--- config.mk ---
export PLATFORM = sky130hd
export DESIGN_NAME = double_buffered_bit_serializer
export DESIGN_NICKNAME = d
export VERILOG_FILES = /design/src/hdl/dbs_pkg.sv /design/src/hdl/double_buffered_bit_serializer.sv /design/src/hdl/dbs_front.sv /design/src/hdl/dbs_queue.sv /design/src/hdl/dbs_back.sv
export SDC_FILE = /design/constraint.sdc
export NUM_CORES = 1
export LEC_CHECK = 0
export BUFFER_PORTS_ARGS = -buffer_cell sky130_fd_sc_hd__clkbuf_2
export CELL_PAD_IN_SITES_DETAIL_PLACEMENT = 1
export CELL_PAD_IN_SITES_GLOBAL_PLACEMENT = 1
export CORE_ASPECT_RATIO = 0.6
export CORE_UTILIZATION = 48
export DETAILED_ROUTE_END_ITERATION = 10
export HOLD_SLACK_MARGIN = 0.12
export PLACE_DENSITY_LB_ADDON = 0.1
export SLEW_MARGIN = 0
export SYNTH_ARGS = -nofsm -noshare
export SYNTH_HDL_FRONTEND = slang
export SYNTH_SLANG_ARGS = --single-unit
export TNS_END_PERCENT = 5
--- constraint.sdc ---
create_clock -name clk -period 10.7 [get_ports clk]
set_input_delay 0.535 -clock clk [delete_from_list [all_inputs] [get_ports clk]]
set_output_delay 0.535 -clock clk [all_outputs]
set_load 0.01 [all_outputs]
--- src/hdl/dbs_pkg.sv ---
// ----------------------------------------------------------------------------
// dbs_pkg
// Shared types and constants of the double buffered bit serializer.
// ----------------------------------------------------------------------------
`timescale 1ns / 1ps
package dbs_pkg;

  // field widths
  localparam int FuncW      = 2;
  localparam int PayloadW   = 64;
  localparam int CountW     = 7;
  localparam int DurW       = 32;
  localparam int BitPeriodW = 16;
  localparam int InDataW    = 72;   // payload + bit_count, padded to bytes
  localparam int OutDataW   = 40;   // line, request, duration, standby, padded

  // configuration port
  localparam int CfgDataW = 32;
  localparam int CfgAddrW = 3;
  localparam logic RegBitPeriod = 1'b0;  // register index taken from paddr[2]
  localparam logic [BitPeriodW-1:0] BitPeriodReset = 16'd10;

  // defaults of the top level parameters
  localparam int MaxBitsDef    = 64;
  localparam int QueueDepthDef = 2;

  // func codes on the input channel
  localparam logic [FuncW-1:0] FuncLoad    = 2'd0;
  localparam logic [FuncW-1:0] FuncStandby = 2'd1;
  localparam logic [FuncW-1:0] FuncTick    = 2'd2;
  localparam logic [FuncW-1:0] FuncUnused  = 2'd3;

  typedef enum logic [1:0] {
    OP_LOAD,
    OP_STANDBY,
    OP_TICK,
    OP_NONE
  } dbs_op_t;

  typedef enum logic [1:0] {
    ST_STOPPED,   // idle, waits for a load
    ST_ARMED,     // loaded, waiting for the first tick
    ST_SENDING
  } dbs_state_t;

  // classified item, front to back
  typedef struct packed {
    dbs_op_t               op;
    logic [PayloadW-1:0]   payload;
    logic [CountW-1:0]     bit_count;  // already clamped to MAX_BITS
    logic                  end_mark;
  } dbs_item_t;

  typedef struct packed {
    logic                line_level;
    logic                request_next;
    logic                finished;
    logic [DurW-1:0]     duration;
    logic                standby_done;
  } dbs_result_t;

endpackage

--- src/hdl/double_buffered_bit_serializer.sv ---
// ----------------------------------------------------------------------------
// double_buffered_bit_serializer
// On-off keying serializer with a ping-pong pair of word buffers.
// ----------------------------------------------------------------------------
// Usage:
//  - in_* stream: each transfer is one command. in_tuser is func (load word,
//    standby, one tick), in_tlast the end-of-transmission mark, in_tdata the
//    word bits and its bit count.
//  - out_* stream: exactly one result transfer per input transfer, in order:
//    line level after the command, the next-word request pulse, the finish
//    pulse (on out_tlast) with the saturating tick count, and the standby ack.
//  - cfg_* APB port: bit_period at byte address 0, ticks each bit is held
//    (0 acts as 1). Write it only while the block is idle.
//  - An input transfer is written into the item queue, then taken by the back
//    end into its registered result stage. One command per cycle is sustained
//    while the receiver keeps out_tready high.
//  - A stalled receiver fills the result register, then the queue; in_tready
//    drops only when the queue is full, and nothing is dropped.
//  - Reset clears all control state and sets bit_period to 10. The word
//    buffers are not cleared; they are written by load commands.
// ----------------------------------------------------------------------------
`timescale 1ns / 1ps
module double_buffered_bit_serializer #(
  parameter int MAX_BITS    = dbs_pkg::MaxBitsDef,    // longest word, 1..64
  parameter int QUEUE_DEPTH = dbs_pkg::QueueDepthDef  // front/back queue, >= 2
) (
  input  logic                          clk,
  input  logic                          rst_n,
  // input stream
  input  logic                          in_tvalid,
  output logic                          in_tready,
  // [63:0] payload, [70:64] bit_count, [71] zero
  input  logic [dbs_pkg::InDataW-1:0]   in_tdata,
  // [1:0] func
  input  logic [dbs_pkg::FuncW-1:0]     in_tuser,
  input  logic                          in_tlast,   // end_mark
  // result stream
  output logic                          out_tvalid,
  input  logic                          out_tready,
  // [0] line_level, [1] request_next, [33:2] duration, [34] standby_done,
  // [39:35] zero
  output logic [dbs_pkg::OutDataW-1:0]  out_tdata,
  output logic                          out_tlast,  // finished
  // configuration
  input  logic                          cfg_psel,
  input  logic                          cfg_penable,
  input  logic                          cfg_pwrite,
  input  logic [dbs_pkg::CfgAddrW-1:0]  cfg_paddr,
  input  logic [dbs_pkg::CfgDataW-1:0]  cfg_pwdata,
  output logic [dbs_pkg::CfgDataW-1:0]  cfg_prdata,
  output logic                          cfg_pready
);

  localparam int PW = dbs_pkg::BitPeriodW;

  logic [PW-1:0] bit_period_r;

  dbs_pkg::dbs_item_t   front_item, head_item;
  dbs_pkg::dbs_result_t res;
  logic                 q_can_push, q_can_pop, q_pop;
  logic                 cfg_wr;
  logic                 reg_sel;

  // ---- configuration: one register, index from paddr[2]
  assign cfg_pready = 1'b1;
  assign reg_sel    = cfg_paddr[2];
  assign cfg_wr     = cfg_psel && cfg_penable && cfg_pwrite && cfg_pready;
  assign cfg_prdata = (reg_sel == dbs_pkg::RegBitPeriod) ?
                      dbs_pkg::CfgDataW'(bit_period_r) : '0;

  always_ff @(posedge clk) begin
    if (!rst_n) begin
      bit_period_r <= dbs_pkg::BitPeriodReset;
    end else if (cfg_wr && (reg_sel == dbs_pkg::RegBitPeriod)) begin
      bit_period_r <= cfg_pwdata[PW-1:0];
    end
  end

  // ---- front: classify each transfer
  dbs_front #(
    .MAX_BITS (MAX_BITS)
  ) u_front (
    .func     (in_tuser),
    .data     (in_tdata),
    .end_mark (in_tlast),
    .item     (front_item)
  );

  assign in_tready = q_can_push;

  // ---- queue between front and back
  dbs_queue #(
    .DEPTH (QUEUE_DEPTH)
  ) u_queue (
    .clk       (clk),
    .rst_n     (rst_n),
    .push      (in_tvalid),
    .push_item (front_item),
    .can_push  (q_can_push),
    .pop       (q_pop),
    .can_pop   (q_can_pop),
    .head      (head_item)
  );

  // ---- back: buffers, bit timing, result register
  dbs_back #(
    .MAX_BITS (MAX_BITS)
  ) u_back (
    .clk        (clk),
    .rst_n      (rst_n),
    .bit_period (bit_period_r),
    .item_valid (q_can_pop),
    .item       (head_item),
    .item_take  (q_pop),
    .res_valid  (out_tvalid),
    .res_ready  (out_tready),
    .res        (res)
  );

  assign out_tdata = {5'b0, res.standby_done, res.duration,
                      res.request_next, res.line_level};
  assign out_tlast = res.finished;

endmodule

--- src/hdl/dbs_front.sv ---
// ----------------------------------------------------------------------------
// dbs_front
// Unpacks input transfers, decodes func and clamps the bit count.
// ----------------------------------------------------------------------------
`timescale 1ns / 1ps
module dbs_front #(
  parameter int MAX_BITS = dbs_pkg::MaxBitsDef
) (
  input  logic [dbs_pkg::FuncW-1:0]   func,
  input  logic [dbs_pkg::InDataW-1:0] data,
  input  logic                        end_mark,
  output dbs_pkg::dbs_item_t          item
);

  localparam logic [dbs_pkg::CountW-1:0] MaxCount = dbs_pkg::CountW'(MAX_BITS);

  logic [dbs_pkg::CountW-1:0] count_raw;

  assign count_raw = data[dbs_pkg::PayloadW +: dbs_pkg::CountW];

  always_comb begin
    unique case (func)
      dbs_pkg::FuncLoad:    item.op = dbs_pkg::OP_LOAD;
      dbs_pkg::FuncStandby: item.op = dbs_pkg::OP_STANDBY;
      dbs_pkg::FuncTick:    item.op = dbs_pkg::OP_TICK;
      dbs_pkg::FuncUnused:  item.op = dbs_pkg::OP_NONE;
      default:              item.op = dbs_pkg::OP_NONE;
    endcase
    item.payload   = data[dbs_pkg::PayloadW-1:0];
    item.bit_count = (count_raw > MaxCount) ? MaxCount : count_raw;
    item.end_mark  = end_mark;
  end

endmodule

--- src/hdl/dbs_queue.sv ---
// ----------------------------------------------------------------------------
// dbs_queue
// Small flop-based FIFO of classified items between front and back.
// ----------------------------------------------------------------------------
`timescale 1ns / 1ps
module dbs_queue #(
  parameter int DEPTH = dbs_pkg::QueueDepthDef
) (
  input  logic               clk,
  input  logic               rst_n,
  input  logic               push,
  input  dbs_pkg::dbs_item_t push_item,
  output logic               can_push,
  input  logic               pop,
  output logic               can_pop,
  output dbs_pkg::dbs_item_t head
);

  localparam int PtrW = (DEPTH > 1) ? $clog2(DEPTH) : 1;
  localparam int CntW = $clog2(DEPTH + 1);
  localparam logic [PtrW-1:0] LastPtr = PtrW'(DEPTH - 1);
  localparam logic [CntW-1:0] Full    = CntW'(DEPTH);

  dbs_pkg::dbs_item_t entry_r [DEPTH];
  logic [PtrW-1:0] wr_ptr_r, wr_ptr_nxt;
  logic [PtrW-1:0] rd_ptr_r, rd_ptr_nxt;
  logic [CntW-1:0] count_r, count_nxt;
  logic            do_push, do_pop;

  assign can_push = (count_r != Full);
  assign can_pop  = (count_r != '0);
  assign do_push  = push && can_push;
  assign do_pop   = pop && can_pop;
  assign head     = entry_r[rd_ptr_r];

  always_comb begin
    wr_ptr_nxt = wr_ptr_r;
    rd_ptr_nxt = rd_ptr_r;
    count_nxt  = count_r;
    if (do_push) begin
      wr_ptr_nxt = (wr_ptr_r == LastPtr) ? '0 : wr_ptr_r + PtrW'(1);
    end
    if (do_pop) begin
      rd_ptr_nxt = (rd_ptr_r == LastPtr) ? '0 : rd_ptr_r + PtrW'(1);
    end
    if (do_push && !do_pop) begin
      count_nxt = count_r + CntW'(1);
    end else if (do_pop && !do_push) begin
      count_nxt = count_r - CntW'(1);
    end
  end

  always_ff @(posedge clk) begin
    if (!rst_n) begin
      wr_ptr_r <= '0;
      rd_ptr_r <= '0;
      count_r  <= '0;
    end else begin
      wr_ptr_r <= wr_ptr_nxt;
      rd_ptr_r <= rd_ptr_nxt;
      count_r  <= count_nxt;
    end
  end

  always_ff @(posedge clk) begin
    if (do_push) begin
      entry_r[wr_ptr_r] <= push_item;
    end
  end

endmodule

--- src/hdl/dbs_back.sv ---
// ----------------------------------------------------------------------------
// dbs_back
// Ping-pong word buffers, bit timing, and the registered result stage.
// ----------------------------------------------------------------------------
`timescale 1ns / 1ps
module dbs_back #(
  parameter int MAX_BITS = dbs_pkg::MaxBitsDef
) (
  input  logic                           clk,
  input  logic                           rst_n,
  input  logic [dbs_pkg::BitPeriodW-1:0] bit_period,
  input  logic                           item_valid,
  input  dbs_pkg::dbs_item_t             item,
  output logic                           item_take,
  output logic                           res_valid,
  input  logic                           res_ready,
  output dbs_pkg::dbs_result_t           res
);

  localparam int LenW = $clog2(MAX_BITS + 1);
  localparam int IdxW = (MAX_BITS > 1) ? $clog2(MAX_BITS) : 1;
  localparam int PW   = dbs_pkg::BitPeriodW;
  localparam int DW   = dbs_pkg::DurW;
  localparam logic [LenW-1:0] MaxPos = LenW'(MAX_BITS);

  // word buffers, no reset (undefined until loaded)
  logic [MAX_BITS-1:0] word_r [2];
  logic [LenW-1:0]     len_r  [2];
  logic                end_r  [2];

  dbs_pkg::dbs_state_t state_r, state_nxt;
  logic            act_r, act_nxt;
  logic [LenW-1:0] pos_r, pos_nxt;
  logic [PW-1:0]   hold_r, hold_nxt;
  logic            reqd_r, reqd_nxt;
  logic [DW-1:0]   elapsed_r, elapsed_nxt;
  logic            line_r, line_nxt;

  logic                 res_valid_r;
  dbs_pkg::dbs_result_t res_r, res_nxt;

  logic fire;
  logic wr_en, wr_sel;

  assign item_take = item_valid && (!res_valid_r || res_ready);
  assign fire      = item_take;
  assign res_valid = res_valid_r;
  assign res       = res_r;

  always_comb begin
    logic [PW-1:0]       period;
    logic                a;
    logic [LenW-1:0]     p;
    logic [PW-1:0]       h;
    logic                rq;
    logic [DW-1:0]       e;
    logic [MAX_BITS-1:0] w;
    logic [LenW-1:0]     len_a;

    state_nxt   = state_r;
    act_nxt     = act_r;
    pos_nxt     = pos_r;
    hold_nxt    = hold_r;
    reqd_nxt    = reqd_r;
    elapsed_nxt = elapsed_r;
    line_nxt    = line_r;
    res_nxt     = '0;
    wr_en       = 1'b0;
    wr_sel      = 1'b0;
    period      = (bit_period == '0) ? PW'(1) : bit_period;
    a           = act_r;
    p           = pos_r;
    h           = hold_r;
    rq          = reqd_r;
    e           = elapsed_r;
    w           = '0;
    len_a       = '0;

    if (fire) begin
      unique case (item.op)
        dbs_pkg::OP_LOAD: begin
          wr_en  = 1'b1;
          wr_sel = (state_r == dbs_pkg::ST_SENDING) ? ~act_r : 1'b0;
          if (state_r == dbs_pkg::ST_STOPPED) begin
            state_nxt = dbs_pkg::ST_ARMED;
          end
        end
        dbs_pkg::OP_STANDBY: begin
          state_nxt            = dbs_pkg::ST_STOPPED;
          act_nxt              = 1'b0;
          pos_nxt              = '0;
          hold_nxt             = '0;
          reqd_nxt             = 1'b0;
          elapsed_nxt          = '0;
          line_nxt             = 1'b0;
          res_nxt.standby_done = 1'b1;
        end
        dbs_pkg::OP_TICK: begin
          if (state_r != dbs_pkg::ST_STOPPED) begin
            if (state_r == dbs_pkg::ST_ARMED) begin
              a  = 1'b0;
              p  = '0;
              h  = '0;
              rq = 1'b0;
              e  = '0;
            end else if (e != '1) begin
              e = e + DW'(1);
            end
            if (a ? end_r[1] : end_r[0]) begin
              // end word: stop and report
              res_nxt.finished = 1'b1;
              res_nxt.duration = e;
              state_nxt        = dbs_pkg::ST_STOPPED;
              a                = 1'b0;
              p                = '0;
              h                = '0;
              rq               = 1'b0;
              line_nxt         = 1'b0;
            end else begin
              state_nxt = dbs_pkg::ST_SENDING;
              if (h >= period) begin
                h = '0;
                if (p < MaxPos) begin
                  p = p + LenW'(1);
                end
              end
              len_a = a ? len_r[1] : len_r[0];
              if (p >= len_a) begin
                // word done: swap buffers
                a  = ~a;
                p  = '0;
                h  = '0;
                rq = 1'b0;
              end
              if (!(a ? end_r[1] : end_r[0])) begin
                len_a = a ? len_r[1] : len_r[0];
                w     = a ? word_r[1] : word_r[0];
                if (p < len_a) begin
                  line_nxt = w[p[IdxW-1:0]];
                  h        = h + PW'(1);
                  if (!rq) begin
                    rq                   = 1'b1;
                    res_nxt.request_next = 1'b1;
                  end
                end else begin
                  line_nxt = 1'b0;
                end
              end
            end
            act_nxt     = a;
            pos_nxt     = p;
            hold_nxt    = h;
            reqd_nxt    = rq;
            elapsed_nxt = e;
          end
        end
        dbs_pkg::OP_NONE: begin
        end
        default: begin
        end
      endcase
    end
    res_nxt.line_level = line_nxt;
  end

  always_ff @(posedge clk) begin
    if (!rst_n) begin
      state_r     <= dbs_pkg::ST_STOPPED;
      act_r       <= 1'b0;
      pos_r       <= '0;
      hold_r      <= '0;
      reqd_r      <= 1'b0;
      elapsed_r   <= '0;
      line_r      <= 1'b0;
      res_valid_r <= 1'b0;
    end else begin
      state_r   <= state_nxt;
      act_r     <= act_nxt;
      pos_r     <= pos_nxt;
      hold_r    <= hold_nxt;
      reqd_r    <= reqd_nxt;
      elapsed_r <= elapsed_nxt;
      line_r    <= line_nxt;
      if (fire) begin
        res_valid_r <= 1'b1;
      end else if (res_ready) begin
        res_valid_r <= 1'b0;
      end
    end
  end

  always_ff @(posedge clk) begin
    if (fire) begin
      res_r <= res_nxt;
    end
    if (wr_en) begin
      word_r[wr_sel] <= item.payload[MAX_BITS-1:0];
      len_r[wr_sel]  <= item.bit_count[LenW-1:0];
      end_r[wr_sel]  <= item.end_mark;
    end
  end

endmodule

==> run metrics <==
Final ANT Viol Nets=0; first-pass GRT wire length=70150 um; Synth area leaders=edfxtp_1, dfxtp_1, mux2_2; worst-margin pin slew=1.172 ns; Final Hold Viols=0; combinational power share=16.9%; Clock Path Buffers=3; # H-tree levels=2; Crit Path Max Fanout=18; cts hold-fix bufs=0; DR vias=11.81k; xor and xnor fraction of the mapped netlist area=2.109%; nets@finish=1716; initial antenna violation count=0; Post-Route Skew=0.01320 ns; largest net degree at the start of global routing=84; Post-Syn Area=18270 sq um; number of fill cells in the layout=3767; leakage power=0.007253 uW; Core Area=36890 sq um; post-synthesis mux area share=9.445%; PortBufs=151; Slew headroom=21.33%; gr usage total=23.38%; asr flop ratio synth=0%; Clk pin slew, worst setup/hold paths=0.07 ns; Post-Synthesis Cells=1419; CTS tree=yes; total iterations of the first detailed-routing run=5; R2R depth=26; Final WS setup=2.487 ns; std cell rows=54; Yosys top cell by area=edfxtp_1; cts repair resizes=0; DR WL/cell=21.31 um; Clock Power Share=31.8%; Starting Density=49.52%; DRC Markers=0; GPL Wtd Cong=0.8499; simple-gate area share of the yosys netlist=12.99%; RSZ-0062 raised after global routing=no; Yosys cell types=69; CP Data Arrival Time=8.65 ns; Top Ports=193; Main synth FF type=edfxtp_1; combinational family with the most area after synthesis=simple AND/OR/NAND/NOR gates; post-synthesis register bit count=410; Synth top cells by count=edfxtp_1, nand2_1, nor2_1; Seq pwr share=51.4%; synth warn=0; sequential area share after synthesis=62.90%; most frequent cell after synthesis=edfxtp_1; Root Buffer=clkbuf_16; fmax=121.8 MHz; Syn Area/Cell=12.87 sq um; maximum vdd drop=0.1208 mV; # clock sinks=410; Post-synth EDFFs=328; Startpoint Class=flop; internal reg-to-reg setup slack=2.49 ns; fin crit share=76.76%; vias per cell=5.637; die area=38870 sq um; WS Path Type=flop to flop; Hold Crit Class=input port to flop; Iter 0 DRT Violations=727; Worst R2R End=u_back.hold_r[12]$_SDFFE_PN0P_; fin cells=2095; pre-CTS WS=2.572 ns; P&R area growth vs syn=13.03%; Max-cap violations=0; crit path launch=u_back.state_r[1]$_SDFFE_PN0P_; grt ovf=0; diode count=0; Psw=1103 uW; CTS buffer count=40; Synth Area in Adders=2.466%; Post-Place Cells=2025; WP data required=11.14 ns; Sum Neg Setup Slack=0 ns; DIE HEIGHT=153.1 um; # setup viols final=0; share of cells above drive strength 1=21.62%; Die W=253.9 um; outcome=completed; worst skew pair latency=0.54 ns; post-DP HPWL=30320 um; Pint=2946 uW; fin crit period=8.213 ns; Synth Area in Compound Gates=6.910%; Yosys top cell area share=53.91%; post-CTS setup repair buffer count=0; PwrDens=196.1 nW/um^2; startpoint of the worst-slack reg-to-reg timing path=u_back.state_r[1]$_SDFFE_PN0P_; Sw Ratio=27.24%; vias in the first global route=12.20k; final wirelength=44640 um; Tot Pwr=4049 uW; worst setup path endpoint=u_back.hold_r[12]$_SDFFE_PN0P_; Final Max Tran Viols=0; endpoint type of the worst setup path=flop
-- flip-flops by register name, summed over array words and instances, names as in the netlist, named ones only --
signal and flops:
u_queue.entry_r 148, u_back.word_r 128, u_back.res 36, u_back.elapsed_r 32
bit_period_r 16, u_back.hold_r 16, u_back.len_r 14, u_back.pos_r 7
u_back.end_r 2, u_back.state_r 2, u_queue.count_r 2, u_back.act_r 1
u_back.line_r 1, u_back.reqd_r 1, u_back.res_valid 1, u_queue.rd_ptr_r 1
u_queue.wr_ptr_r 1
-- placed cells by master (no fill, tap or decap), types with 4 or more instances in the layout --
| master | count |
|---|---|
| edfxtp_1 | 328 |
| clkbuf_2 | 151 |
| nand2_1 | 138 |
| nor2_1 | 100 |
| dfxtp_1 | 81 |
| mux2_2 | 79 |
| nor2b_1 | 61 |
| a21oi_1 | 44 |
| o21ai_0 | 40 |
| clkbuf_16 | 40 |
| ha_1 | 36 |
| mux2i_1 | 34 |
| inv_1 | 31 |
| nor3_1 | 31 |
| and2_1 | 29 |
| nand3_1 | 26 |
| a22oi_1 | 24 |
| buf_4 | 23 |
| xnor2_1 | 22 |
| mux4_2 | 22 |
| a21boi_0 | 22 |
| conb_1 | 22 |
| xor2_1 | 21 |
| and3_1 | 20 |
| nand4_1 | 19 |
| clkbuf_1 | 11 |
| nor4_1 | 10 |
| or3_1 | 9 |
| a211oi_1 | 7 |
| clkinv_1 | 7 |
| clkinv_2 | 7 |
| a31oi_1 | 6 |
| o211ai_1 | 6 |
| nand2b_1 | 5 |
| nand4b_1 | 5 |
| a32oi_1 | 5 |
| o21a_1 | 4 |
-- worst min-delay path by stage --
stage	startpoint	end	slack [ns]	cells after the start
final	in_tdata[53]	u_queue.entry_r[1][61]$_DFFE_PP_	0.18	1
after global routing	in_tdata[53]	u_queue.entry_r[0][61]$_DFFE_PP_	0.16	1
after CTS	in_tdata[53]	u_queue.entry_r[1][61]$_DFFE_PP_	0.15	1
after detailed placement	u_back.hold_r[15]$_SDFFE_PN0P_	u_back.hold_r[15]$_SDFFE_PN0P_	0.46	1
after global placement	u_back.hold_r[15]$_SDFFE_PN0P_	u_back.hold_r[15]$_SDFFE_PN0P_	0.46	1
after floorplan	u_back.hold_r[15]$_SDFFE_PN0P_	u_back.hold_r[15]$_SDFFE_PN0P_	0.43	1
-- power groups by stage --
stage                     registers (uW)  logic [uW]  clock network (uW)
after floorplan                     2130         403                   0
after global placement              2100         660                   0
after detailed placement            2120         685                   0
after CTS                           2080         691                1320
after global routing                2100         746                1370
final                               2080         683                1290
-- metrics by stage --
| stage | hold slack, ns | instance area, sq um | util (%) |
|---|---|---|---|
| 2_1_floorplan | 0.4267 | 18340 | - |
| 3_3_place_gp | 0.4624 | 19500 | 52.85 |
| 3_5_place_dp | 0.4600 | 19500 | 52.85 |
| 4_1_cts | 0.1505 | 20650 | 55.98 |
| 5_1_grt | 0.1584 | 20650 | 55.98 |
| 6_report | 0.1765 | 20650 | 55.98 |
-- worst max-delay path: stages, from the launching register on --
cell and delay [ns]:
dfxtp_1 0.40, nand2b_1 0.46, and2_1 0.33, ha_1 0.33, nand4_2 0.17, or4_1 0.73
a311o_1 0.51, nor2_1 0.22, xnor2_1 0.11, nor2_1 0.21, ha_1 0.28, a21oi_1 0.14
o21ai_0 0.16, a21oi_1 0.31, buf_4 0.27, o31ai_2 0.09, buf_4 0.22, inv_1 0.31
ha_1 0.35, nor3b_1 0.17, mux2i_1 0.23, nand4_1 0.13, o221ai_1 0.37, nand4_1 0.34
nor4_1 0.73, nand3_1 0.19, a211o_1 0.32
-- cell type report --
cell class / count / area [sq um] / area share, %
well taps: 504 / 630.6 / 3.054
clock buffers: 51 / 1042 / 5.047
inverters: 32 / 120.1 / 0.5817
repair buffers: 174 / 928.4 / 4.496
clock inverters: 19 / 110.1 / 0.5332
flip-flops and latches: 410 / 11490 / 55.67
multi-input cells: 905 / 6324 / 30.62
-- cells by family (layout without fill, tap and decap cells) --
family	Yosys count	in the layout
other	2	22
XOR/XNOR	44	44
flip-flops	410	410
adder cells (fa/ha/maj)	36	36
multiplexers	135	135
buffers and inverters	124	276
AO/OA/AOI/OAI	191	191
AND/OR/NAND/NOR	477	477
-- metal layers --
metal	wire length [um]	up-vias	GRT usage, %
li1	-	5483	-
met1	21640	6007	35.41
met2	20180	270	35.77
met3	2183	49	3.661
met4	626	0	4.389
met5	0	-	0
No activity file was read; power rests on OpenSTA's default activity.
